File: src/design/modbus_rtu_master_transaction_core_assert.svh
// Assertion macros for the Modbus RTU master transaction core.
// Included by the top level; needs no other file.
`ifndef MODBUS_RTU_MASTER_TRANSACTION_CORE_ASSERT_SVH
`define MODBUS_RTU_MASTER_TRANSACTION_CORE_ASSERT_SVH

// same-cycle implication
`define MRTU_ASSERT_IMPLY(name, clk, rst, pre, post) \
   name: assert property (@(posedge clk) disable iff (rst) (pre) |-> (post)) \
      else $error("mrtu assertion failed");

// next-cycle implication
`define MRTU_ASSERT_NEXT(name, clk, rst, pre, post) \
   name: assert property (@(posedge clk) disable iff (rst) (pre) |=> (post)) \
      else $error("mrtu assertion failed");

`endif

File: src/design/mrtu_pkg.sv
// Types, codes and constants of the Modbus RTU master transaction core.
// Used by every module of the block; depends on nothing.
package mrtu_pkg;

   localparam int unsigned RxCapacity        = 256;
   localparam int unsigned LostLimit         = 4;
   localparam int unsigned ResponseTimeoutUs = 100000;

   localparam int unsigned RxCountWidth  = $clog2(RxCapacity + 1);
   localparam int unsigned LostWidth     = 4;
   localparam int unsigned CsrIndexWidth = 3;
   localparam int unsigned CsrDataWidth  = 16;

   localparam logic [7:0]  FuncCode      = 8'h17;
   localparam logic [6:0]  WriteCountMax = 7'd120;
   localparam logic [15:0] CrcInit       = 16'hFFFF;
   localparam logic [15:0] CrcPoly       = 16'hA001;

   typedef enum logic [2:0] {
      OpTick      = 3'd0,
      OpStart     = 3'd1,
      OpTxReady   = 3'd2,
      OpRxByte    = 3'd3,
      OpTakeReply = 3'd4,
      OpCountLost = 3'd5
   } op_type;

   localparam logic [2:0] ModeDisabled = 3'd0;
   localparam logic [2:0] ModeIdle     = 3'd1;
   localparam logic [2:0] ModeSending  = 3'd2;
   localparam logic [2:0] ModeWaiting  = 3'd3;
   localparam logic [2:0] ModeReady    = 3'd4;
   localparam logic [2:0] ModeError    = 3'd5;

   typedef enum logic [5:0] {
      StDisabled = 6'b000001,
      StIdle     = 6'b000010,
      StSending  = 6'b000100,
      StWaiting  = 6'b001000,
      StReady    = 6'b010000,
      StError    = 6'b100000
   } state_type;

   typedef enum logic [CsrIndexWidth-1:0] {
      CsrEnable     = 3'd0,
      CsrNetAddress = 3'd1,
      CsrTickUs     = 3'd2,
      CsrCharTimeUs = 3'd3,
      CsrReadStart  = 3'd4,
      CsrReadCount  = 3'd5,
      CsrWriteStart = 3'd6,
      CsrWriteCount = 3'd7
   } csr_index_type;

   typedef struct packed {
      logic [2:0] operation;
      logic [7:0] data_byte;
   } req_type;

   typedef struct packed {
      logic       tx_valid;
      logic [7:0] tx_byte;
      logic       rx_accepted;
      logic [7:0] rx_index;
      logic       op_ok;
      logic [2:0] mode;
      logic       connected;
   } rsp_type;

   typedef struct packed {
      logic [7:0]  net_address;
      logic [15:0] tick_us;
      logic [15:0] read_start;
      logic [7:0]  read_count;
      logic [15:0] write_start;
      logic [6:0]  write_count;
      logic [18:0] complete_us;
      logic [16:0] error_us;
   } cfg_type;

   typedef struct packed {
      logic write;
      logic enable;
   } enable_evt_type;

   typedef struct packed {
      logic [7:0]  tx_byte;
      logic [15:0] crc_next;
   } tx_out_type;

endpackage

File: src/design/mrtu_csr.sv
// Configuration registers and derived gap thresholds of the Modbus RTU master.
// Depends on mrtu_pkg.
module mrtu_csr (
   input  logic                                clock,
   input  logic                                reset,
   input  logic                                csr_valid,
   output logic                                csr_ready,
   input  logic [mrtu_pkg::CsrIndexWidth-1:0]  csr_index,
   input  logic [mrtu_pkg::CsrDataWidth-1:0]   csr_data,
   output mrtu_pkg::cfg_type                   cfg,
   output mrtu_pkg::enable_evt_type            enable_evt
);

   logic [7:0]  net_address_ff;
   logic [15:0] tick_us_ff;
   logic [15:0] read_start_ff;
   logic [7:0]  read_count_ff;
   logic [15:0] write_start_ff;
   logic [6:0]  write_count_ff;
   logic [18:0] complete_us_ff, complete_us_in;
   logic [16:0] error_us_ff, error_us_in;
   logic        wr;

   assign csr_ready = 1'b1;
   assign wr        = csr_valid && csr_ready;

   assign complete_us_in = 19'((20'(csr_data) * 20'd7) >> 1);
   assign error_us_in    = 17'((18'(csr_data) * 18'd3) >> 1);

   always_ff @(posedge clock) begin
      if (reset) begin
         net_address_ff <= 8'hFF;
         tick_us_ff     <= '0;
         read_start_ff  <= '0;
         read_count_ff  <= 8'd1;
         write_start_ff <= '0;
         write_count_ff <= 7'd1;
         complete_us_ff <= '0;
         error_us_ff    <= '0;
      end else if (wr) begin
         unique case (mrtu_pkg::csr_index_type'(csr_index))
            mrtu_pkg::CsrEnable: begin
            end
            mrtu_pkg::CsrNetAddress: net_address_ff <= csr_data[7:0];
            mrtu_pkg::CsrTickUs:     tick_us_ff     <= csr_data;
            mrtu_pkg::CsrCharTimeUs: begin
               complete_us_ff <= complete_us_in;
               error_us_ff    <= error_us_in;
            end
            mrtu_pkg::CsrReadStart:  read_start_ff  <= csr_data;
            mrtu_pkg::CsrReadCount:  read_count_ff  <= csr_data[7:0];
            mrtu_pkg::CsrWriteStart: write_start_ff <= csr_data;
            mrtu_pkg::CsrWriteCount: write_count_ff <= csr_data[6:0];
            default: begin
            end
         endcase
      end
   end

   always_comb begin
      cfg.net_address = net_address_ff;
      cfg.tick_us     = tick_us_ff;
      cfg.read_start  = read_start_ff;
      cfg.read_count  = read_count_ff;
      cfg.write_start = write_start_ff;
      cfg.write_count = (write_count_ff > mrtu_pkg::WriteCountMax) ?
                        mrtu_pkg::WriteCountMax : write_count_ff;
      cfg.complete_us = complete_us_ff;
      cfg.error_us    = error_us_ff;
   end

   assign enable_evt.write  = wr &&
      (mrtu_pkg::csr_index_type'(csr_index) == mrtu_pkg::CsrEnable);
   assign enable_evt.enable = csr_data[0];

endmodule

File: src/design/mrtu_tx.sv
// Request frame byte selection and one-byte CRC-16 update.
// Depends on mrtu_pkg; combinational.
module mrtu_tx (
   input  logic [7:0]        tx_position,
   input  logic [7:0]        frame_length,
   input  logic [15:0]       crc_acc,
   input  mrtu_pkg::cfg_type cfg,
   output mrtu_pkg::tx_out_type tx_out
);

   localparam logic [7:0] PosAddress     = 8'd0;
   localparam logic [7:0] PosFunc        = 8'd1;
   localparam logic [7:0] PosReadHi      = 8'd2;
   localparam logic [7:0] PosReadLo      = 8'd3;
   localparam logic [7:0] PosReadCntHi   = 8'd4;
   localparam logic [7:0] PosReadCntLo   = 8'd5;
   localparam logic [7:0] PosWriteHi     = 8'd6;
   localparam logic [7:0] PosWriteLo     = 8'd7;
   localparam logic [7:0] PosWriteCntHi  = 8'd8;
   localparam logic [7:0] PosWriteCntLo  = 8'd9;
   localparam logic [7:0] PosByteCount   = 8'd10;

   logic [7:0]  frame_byte;
   logic [7:0]  data_len;
   logic [15:0] crc_step;

   always_comb begin
      case (tx_position)
         PosAddress:    frame_byte = cfg.net_address;
         PosFunc:       frame_byte = mrtu_pkg::FuncCode;
         PosReadHi:     frame_byte = cfg.read_start[15:8];
         PosReadLo:     frame_byte = cfg.read_start[7:0];
         PosReadCntHi:  frame_byte = 8'h00;
         PosReadCntLo:  frame_byte = cfg.read_count;
         PosWriteHi:    frame_byte = cfg.write_start[15:8];
         PosWriteLo:    frame_byte = cfg.write_start[7:0];
         PosWriteCntHi: frame_byte = 8'h00;
         PosWriteCntLo: frame_byte = {1'b0, cfg.write_count};
         PosByteCount:  frame_byte = {cfg.write_count, 1'b0};
         default:       frame_byte = 8'h00;
      endcase
   end

   always_comb begin
      crc_step = crc_acc ^ {8'h00, frame_byte};
      for (int i = 0; i < 8; i++) begin
         crc_step = crc_step[0] ? ((crc_step >> 1) ^ mrtu_pkg::CrcPoly) : (crc_step >> 1);
      end
   end

   assign data_len = frame_length - 8'd2;

   always_comb begin
      tx_out.crc_next = crc_acc;
      if (tx_position < data_len) begin
         tx_out.tx_byte  = frame_byte;
         tx_out.crc_next = crc_step;
      end else if (tx_position == data_len) begin
         tx_out.tx_byte  = crc_acc[7:0];
      end else begin
         tx_out.tx_byte  = crc_acc[15:8];
      end
   end

endmodule

File: src/design/modbus_rtu_master_transaction_core.sv
// Modbus RTU master transaction core (read/write multiple registers, function 0x17).
// Every accepted event beat has its result beat in the registered result stage on the
// next cycle, so the block sustains one event per clock while the input is not stalled;
// the one-byte CRC-16 update and the gap compares sit in that single stage.
// The input stalls while the result register is full and stalled downstream, and in
// the cycle of an enable register write.
// Gap thresholds are computed when char_time_us is written. Depends on mrtu_pkg,
// mrtu_csr, mrtu_tx and the assertion header.
`include "modbus_rtu_master_transaction_core_assert.svh"

module modbus_rtu_master_transaction_core (
   input  logic                                clock,
   input  logic                                reset,
   input  logic                                req_valid,
   output logic                                req_stall,
   input  mrtu_pkg::req_type                   req_data,
   output logic                                rsp_valid,
   input  logic                                rsp_stall,
   output mrtu_pkg::rsp_type                   rsp_data,
   input  logic                                csr_valid,
   output logic                                csr_ready,
   input  logic [mrtu_pkg::CsrIndexWidth-1:0]  csr_index,
   input  logic [mrtu_pkg::CsrDataWidth-1:0]   csr_data
);

   mrtu_pkg::cfg_type        cfg;
   mrtu_pkg::enable_evt_type enable_evt;
   mrtu_pkg::tx_out_type     tx_out;

   mrtu_pkg::state_type                  state_ff, state_in;
   logic [7:0]                           tx_position_ff, tx_position_in;
   logic [7:0]                           frame_length_ff, frame_length_in;
   logic [mrtu_pkg::RxCountWidth-1:0]    rx_count_ff, rx_count_in;
   logic [31:0]                          elapsed_ff, elapsed_in;
   logic [15:0]                          crc_ff, crc_in;
   logic [mrtu_pkg::LostWidth-1:0]       lost_count_ff, lost_count_in;
   logic                                 rsp_valid_ff;
   mrtu_pkg::rsp_type                    rsp_data_ff, rsp_data_in;

   logic        accept;
   logic [32:0] elapsed_sum;
   logic [31:0] elapsed_sat;

   mrtu_csr u_csr (
      .clock      (clock),
      .reset      (reset),
      .csr_valid  (csr_valid),
      .csr_ready  (csr_ready),
      .csr_index  (csr_index),
      .csr_data   (csr_data),
      .cfg        (cfg),
      .enable_evt (enable_evt)
   );

   mrtu_tx u_tx (
      .tx_position  (tx_position_ff),
      .frame_length (frame_length_ff),
      .crc_acc      (crc_ff),
      .cfg          (cfg),
      .tx_out       (tx_out)
   );

   function automatic logic [2:0] mode_code(mrtu_pkg::state_type s);
      logic [2:0] m;
      unique case (s)
         mrtu_pkg::StDisabled: m = mrtu_pkg::ModeDisabled;
         mrtu_pkg::StIdle:     m = mrtu_pkg::ModeIdle;
         mrtu_pkg::StSending:  m = mrtu_pkg::ModeSending;
         mrtu_pkg::StWaiting:  m = mrtu_pkg::ModeWaiting;
         mrtu_pkg::StReady:    m = mrtu_pkg::ModeReady;
         mrtu_pkg::StError:    m = mrtu_pkg::ModeError;
         default:              m = mrtu_pkg::ModeDisabled;
      endcase
      return m;
   endfunction

   assign req_stall = (rsp_valid_ff && rsp_stall) || enable_evt.write;
   assign accept    = req_valid && !req_stall;
   assign rsp_valid = rsp_valid_ff;
   assign rsp_data  = rsp_data_ff;

   assign elapsed_sum = {1'b0, elapsed_ff} + 33'(cfg.tick_us);
   assign elapsed_sat = elapsed_sum[32] ? 32'hFFFF_FFFF : elapsed_sum[31:0];

   always_comb begin
      state_in        = state_ff;
      tx_position_in  = tx_position_ff;
      frame_length_in = frame_length_ff;
      rx_count_in     = rx_count_ff;
      elapsed_in      = elapsed_ff;
      crc_in          = crc_ff;
      lost_count_in   = lost_count_ff;
      rsp_data_in     = '0;

      if (enable_evt.write) begin
         if (enable_evt.enable) begin
            state_in      = mrtu_pkg::StIdle;
            rx_count_in   = '0;
            elapsed_in    = '0;
            lost_count_in = mrtu_pkg::LostWidth'(mrtu_pkg::LostLimit);
         end else begin
            state_in = mrtu_pkg::StDisabled;
         end
      end else if (accept) begin
         unique case (mrtu_pkg::op_type'(req_data.operation))
            mrtu_pkg::OpTick: begin
               if (state_ff != mrtu_pkg::StDisabled) begin
                  elapsed_in = elapsed_sat;
                  if (state_ff == mrtu_pkg::StWaiting) begin
                     if (rx_count_ff == '0) begin
                        if (elapsed_sat > 32'(mrtu_pkg::ResponseTimeoutUs)) begin
                           state_in = mrtu_pkg::StIdle;
                        end
                     end else if (elapsed_sat > 32'(cfg.complete_us)) begin
                        state_in      = mrtu_pkg::StReady;
                        lost_count_in = '0;
                     end
                  end
                  if (state_ff == mrtu_pkg::StError && elapsed_sat > 32'(cfg.complete_us)) begin
                     state_in = mrtu_pkg::StIdle;
                  end
               end
            end
            mrtu_pkg::OpStart: begin
               if (state_ff == mrtu_pkg::StIdle) begin
                  frame_length_in = 8'd13 + {cfg.write_count, 1'b0};
                  tx_position_in  = '0;
                  elapsed_in      = '0;
                  crc_in          = mrtu_pkg::CrcInit;
                  state_in        = mrtu_pkg::StSending;
               end
               rsp_data_in.op_ok = (state_ff == mrtu_pkg::StIdle) ||
                                   (state_ff == mrtu_pkg::StSending);
            end
            mrtu_pkg::OpTxReady: begin
               if (state_ff == mrtu_pkg::StSending) begin
                  if (tx_position_ff < frame_length_ff) begin
                     rsp_data_in.tx_valid = 1'b1;
                     rsp_data_in.tx_byte  = tx_out.tx_byte;
                     crc_in               = tx_out.crc_next;
                     tx_position_in       = tx_position_ff + 8'd1;
                  end else begin
                     state_in       = mrtu_pkg::StWaiting;
                     tx_position_in = '0;
                     rx_count_in    = '0;
                     elapsed_in     = '0;
                  end
               end
            end
            mrtu_pkg::OpRxByte: begin
               if (state_ff == mrtu_pkg::StWaiting) begin
                  if (rx_count_ff < mrtu_pkg::RxCountWidth'(mrtu_pkg::RxCapacity) &&
                      elapsed_ff < 32'(cfg.error_us)) begin
                     rsp_data_in.rx_accepted = 1'b1;
                     rsp_data_in.rx_index    = 8'(rx_count_ff);
                     rx_count_in             = rx_count_ff + 1'b1;
                  end else begin
                     state_in = mrtu_pkg::StError;
                  end
                  elapsed_in = '0;
               end
               if (state_ff == mrtu_pkg::StError) begin
                  elapsed_in = '0;
               end
            end
            mrtu_pkg::OpTakeReply: begin
               if (state_ff == mrtu_pkg::StReady) begin
                  rsp_data_in.op_ok = 1'b1;
                  state_in          = mrtu_pkg::StIdle;
               end
            end
            mrtu_pkg::OpCountLost: begin
               if (lost_count_ff < mrtu_pkg::LostWidth'(mrtu_pkg::LostLimit)) begin
                  lost_count_in = lost_count_ff + 1'b1;
               end
            end
            default: begin
            end
         endcase
      end

      rsp_data_in.mode      = mode_code(state_in);
      rsp_data_in.connected = lost_count_in < mrtu_pkg::LostWidth'(mrtu_pkg::LostLimit);
   end

   always_ff @(posedge clock) begin
      if (reset) begin
         state_ff        <= mrtu_pkg::StDisabled;
         tx_position_ff  <= '0;
         frame_length_ff <= '0;
         rx_count_ff     <= '0;
         elapsed_ff      <= '0;
         crc_ff          <= mrtu_pkg::CrcInit;
         lost_count_ff   <= mrtu_pkg::LostWidth'(mrtu_pkg::LostLimit);
         rsp_valid_ff    <= 1'b0;
      end else begin
         state_ff        <= state_in;
         tx_position_ff  <= tx_position_in;
         frame_length_ff <= frame_length_in;
         rx_count_ff     <= rx_count_in;
         elapsed_ff      <= elapsed_in;
         crc_ff          <= crc_in;
         lost_count_ff   <= lost_count_in;
         if (accept && !enable_evt.write) begin
            rsp_valid_ff <= 1'b1;
         end else if (!rsp_stall) begin
            rsp_valid_ff <= 1'b0;
         end
      end
   end

   always_ff @(posedge clock) begin
      if (accept && !enable_evt.write) begin
         rsp_data_ff <= rsp_data_in;
      end
   end

   `MRTU_ASSERT_NEXT(a_rsp_follows_req, clock, reset,
      req_valid && !req_stall && !(csr_valid && csr_ready), rsp_valid)
   `MRTU_ASSERT_IMPLY(a_tx_only_sending, clock, reset,
      rsp_valid && rsp_data.tx_valid, rsp_data.mode == mrtu_pkg::ModeSending)
   `MRTU_ASSERT_IMPLY(a_rx_only_waiting, clock, reset,
      rsp_valid && rsp_data.rx_accepted, rsp_data.mode == mrtu_pkg::ModeWaiting)
   `MRTU_ASSERT_IMPLY(a_lost_in_range, clock, reset,
      1'b1, lost_count_ff <= mrtu_pkg::LostWidth'(mrtu_pkg::LostLimit))

endmodule
File: config.mk
export PLATFORM = sky130hd
export DESIGN_NAME = modbus_rtu_master_transaction_core
export DESIGN_NICKNAME = d
export VERILOG_FILES = /design/src/design/mrtu_pkg.sv /design/src/design/mrtu_csr.sv /design/src/design/mrtu_tx.sv /design/src/design/modbus_rtu_master_transaction_core.sv
export VERILOG_INCLUDE_DIRS = /design/src /design/src/design
export SDC_FILE = /design/constraint.sdc
export NUM_CORES = 1
export LEC_CHECK = 0
export BUFFER_PORTS_ARGS = -buffer_cell sky130_fd_sc_hd__buf_2
export CORE_MARGIN = 5
export CORE_UTILIZATION = 37
export DETAILED_ROUTE_END_ITERATION = 8
export SETUP_SLACK_MARGIN = 0.05
export SLEW_MARGIN = 20
export SYNTH_ARGS = -nofsm -noshare
export SYNTH_HDL_FRONTEND = slang
export SYNTH_SLANG_ARGS = --single-unit
File: constraint.sdc
create_clock -name clock -period 5.5 [get_ports clock]
set_input_delay 1.1 -clock clock [delete_from_list [all_inputs] [get_ports clock]]
set_output_delay 1.1 -clock clock [all_outputs]
set_load 0.1 [all_outputs]
==> impl_metrics.yaml <==
die:
  dieArea_um2: 42000
  coreArea_um2: 37600
  fp-row-count: 71
  initial_core_util_pct: 37.4
  ios: 61
  dieWidth_um: 205
  die_h_um: 205
timing:
  setup_viol: 0
  rsz0062_at_grt: "no"
  fmax_ghz: 0.193
  report.final.slew_viol_count: 0
  period_minus_slack_ns: 5.19
  tightest_slew_ns: 1.09
  worst_clock_skew_ns: 0.0345
  tns_ns: 0
  fin_crit_sh_pct: 94.3
  layout_setup_ws_ns: 0.314
  slew-limit-headroom_pct: 27.0
  final_hold_viol_count: 0
pwr:
  ir_worst_vdd_mv: 0.250
  p_leak_uw: 0.00617
  power.density_nw_per_um2: 257
finish:
  ff_latch_area_um2: 4470
  area_delta_synth_final_pct: 13.3
  drive_gt1_share_pct: 10.3
  nNetsFinal: 1958
  final_cell_mix: "nand2_1 (303), dfxtp_1 (189), a21oi_1 (175)"
  multiInputGateArea_um2: 9020
  layout.cells.most_common: "nand2_1"
  fillCellCount: 3806
logic_synthesis:
  synth_top_area_share_pct: 26.9
  avgSynthCellArea_um2: 7.95
  ys_seq_area_share_pct: 31.8
  synth.distinct_cells: 94
  synth_top_cell_by_area: "dfxtp_1"
  synth_edf_count: 23
  ys_dominant_reg_cell: "dfxtp_1"
  syn_nets: 1929
  synth_seq_cells: 212
  yosysWarnings: 0
  synthCells: 1769
  synth_area_um2: 14100
  synthArstFlopShare_pct: 0
  synth_area_leaders: "dfxtp_1 (27%), ha_1 (9.5%), nand2_1 (8.1%)"
drt:
  drc: 0
  drt_iter0_drc: 759
  ant_nets: 0
  via_per_inst: 5.46
  first_pass_iters: 6
  vias: 12722
  wl_per_cell_um: 16.8
  wl_um: 39200
placed_design:
  hpwl_um: 28800
  place.port_buffers: 51
  gp_congestion: 0.884
  place_ws_ns: 0.00605
setup_path:
  critical_path_class: "reg2reg"
  rrSetupSlack_ns: 0.31
  r2r_start: "elapsed_ff[7]"
  path_cells: "ha_1 > and2_1 > a221o_1 > a31o_1 > o21ai_0 > xor2_1 > nand2_1 > ha_1 > nand4_1 > nor3_1 > a2111oi_1 > o211ai_1 > o221ai_1 > a21oi_2 > nor4_1 > buf_4 > a21oi_2 > a211oi_4 > a311oi_2 > or4b_1 > o31ai_2"
  end_kind: "flop"
  worst_ep_required_time_ns: 5.88
  ff2ff_path_depth: 21
  arrival_ns: 5.57
  path_max_fanout: 10
  endpoint: "rsp_data[1]"
  start_kind: "flop"
  cp_slowest_cell: "or4b_1"
  crit_path_start: "elapsed_ff[7]"
  r2r-end: "rsp_data[1]"
  cpPeakStageDelay_ns: 0.49
global_routing:
  gr-usage-all-layers_pct: 18.3
  antenna_found_initial: 1
  grt_pass1_wl_um: 63400
  grt_pass1_vias: 12088
  grt_max_degree: 84
  overflow: 0
outcome:
  status: "completed"
cts:
  clk_pin_slew_ns: 0.06
  h-tree-depth: 1
  cts_buffer_depth: 3
  clkSinkCount: 212
  cts_tree: "done"
  numCtsBuffers: 26
  clock_latency_ns: 0.56
  clockRootBuffer: "clkbuf_16"
  holdBufCountCts: 0
flow_run:
  maxCapViolations: 0
min_path:
  hp-class: "reg2reg"
Yosys cell counts (all sizes together) (7+ instances only):
cell    number
xor2        20
clkbuf      75
nor2b       23
a22oi        8
a31oi       18
nand2      304
nor4        11
nor3        54
a211o        7
o211ai      16
xnor2       55
o21ai       51
mux2i       12
o21bai      10
a21boi       8
dfxtp      189
ha         107
inv         75
nand2b      23
a21oi      181
nand4       24
o31ai        9
a221oi      10
nand3b      10
edfxtp      23
nor3b        9
or2         10
fa          18
a21o        24
a211oi      25
and3        28
o21a        16
buf         15
and2        18
or3         14
nor2       128
nand3       55
state kept, by name, indices dropped and copies added, names as in the netlist, 9 cells and up:
name                  cells
crc_ff                   16
elapsed_ff               32
rsp_data                 23
rx_count_ff               9
u_csr.complete_us_ff     17
u_csr.error_us_ff        17
u_csr.read_start_ff      16
u_csr.tick_us_ff         16
u_csr.write_start_ff     16
final cells by class:
cell class / instances / area share, %
multi-input combinational: 1391 / 56.6
sequential: 212 / 28.1
clock buffer: 30 / 4.30
tap: 511 / 4.01
timing repair buffer: 91 / 3.50
inverter: 76 / 1.79
clock inverter: 18 / 1.69
antenna: 2 / 0.0314
timing repair:
item,CTS,global route
setup endpoints to repair,1,6
pin swaps,1,5
setup buffers,0,3
gates resized for setup,0,14
metrics by stage:
stage | utilization [%] | area [µm²] | hold slack (ns) | power [µW] | instances
after floorplan | - | 14100 | 0.432 | 2070 | 1769
after global placement | 39.6 | 14900 | 0.443 | 2230 | 2278
after detailed placement | 39.6 | 14900 | 0.446 | 2230 | 2278
after CTS | 42.2 | 15800 | 0.454 | 4140 | 2326
after global routing | 42.4 | 15900 | 0.474 | 4280 | 2329
final | 42.4 | 15900 | 0.451 | 4100 | 2331
where the power goes:
part	switching, µW	internal (µW)	total, µW
Sequential	16.0	1590	1610
Combinational	391	203	594
Clock	713	1180	1890
metal layers:
layer	wire [µm]	up-vias	global-route usage, %	share of wire (%)
met5	7	-	0	0.018
met1	18700	6006	25.6	48
li1	-	6359	-	-
met2	17700	292	30.3	45
met4	796	2	3.59	2.0
met3	1950	63	2.66	5.0
kinds of logic after synthesis:
logic type,Yosys count,share of synthesized area (%)
xor gates and xnor gates,76,4.83
adders and majority gates,125,12.1
buffers and inverters,166,4.77
and+or+nand+nor,730,24.5
other,1,0.0267
AOI/OAI and AO/OA,446,21.0
DFF,212,31.8
muxes,13,0.934
worst min path at each step:
stage / slack [ns] / to / depth (start not counted) / start
floorplan: 0.43 / u_csr.complete_us_ff[10] / 2 / u_csr.complete_us_ff[10]
global placement: 0.44 / u_csr.read_start_ff[3] / 2 / u_csr.read_start_ff[3]
detailed placement: 0.45 / u_csr.complete_us_ff[10] / 2 / u_csr.complete_us_ff[10]
CTS: 0.45 / u_csr.complete_us_ff[10] / 2 / u_csr.complete_us_ff[10]
global route: 0.47 / u_csr.error_us_ff[3] / 2 / u_csr.error_us_ff[3]
finish: 0.45 / u_csr.complete_us_ff[10] / 2 / u_csr.complete_us_ff[10]
worst max-delay path, delay by kind of cell (launching register included):
kind	cells	cell delay, ns
fa+ha+maj	2	0.71
simple gates	6	1.32
flops	1	0.34
buf+inv	1	0.16
compound gates	11	2.24
xor+xnor	1	0.26
(Power assumes the default switching activity.)
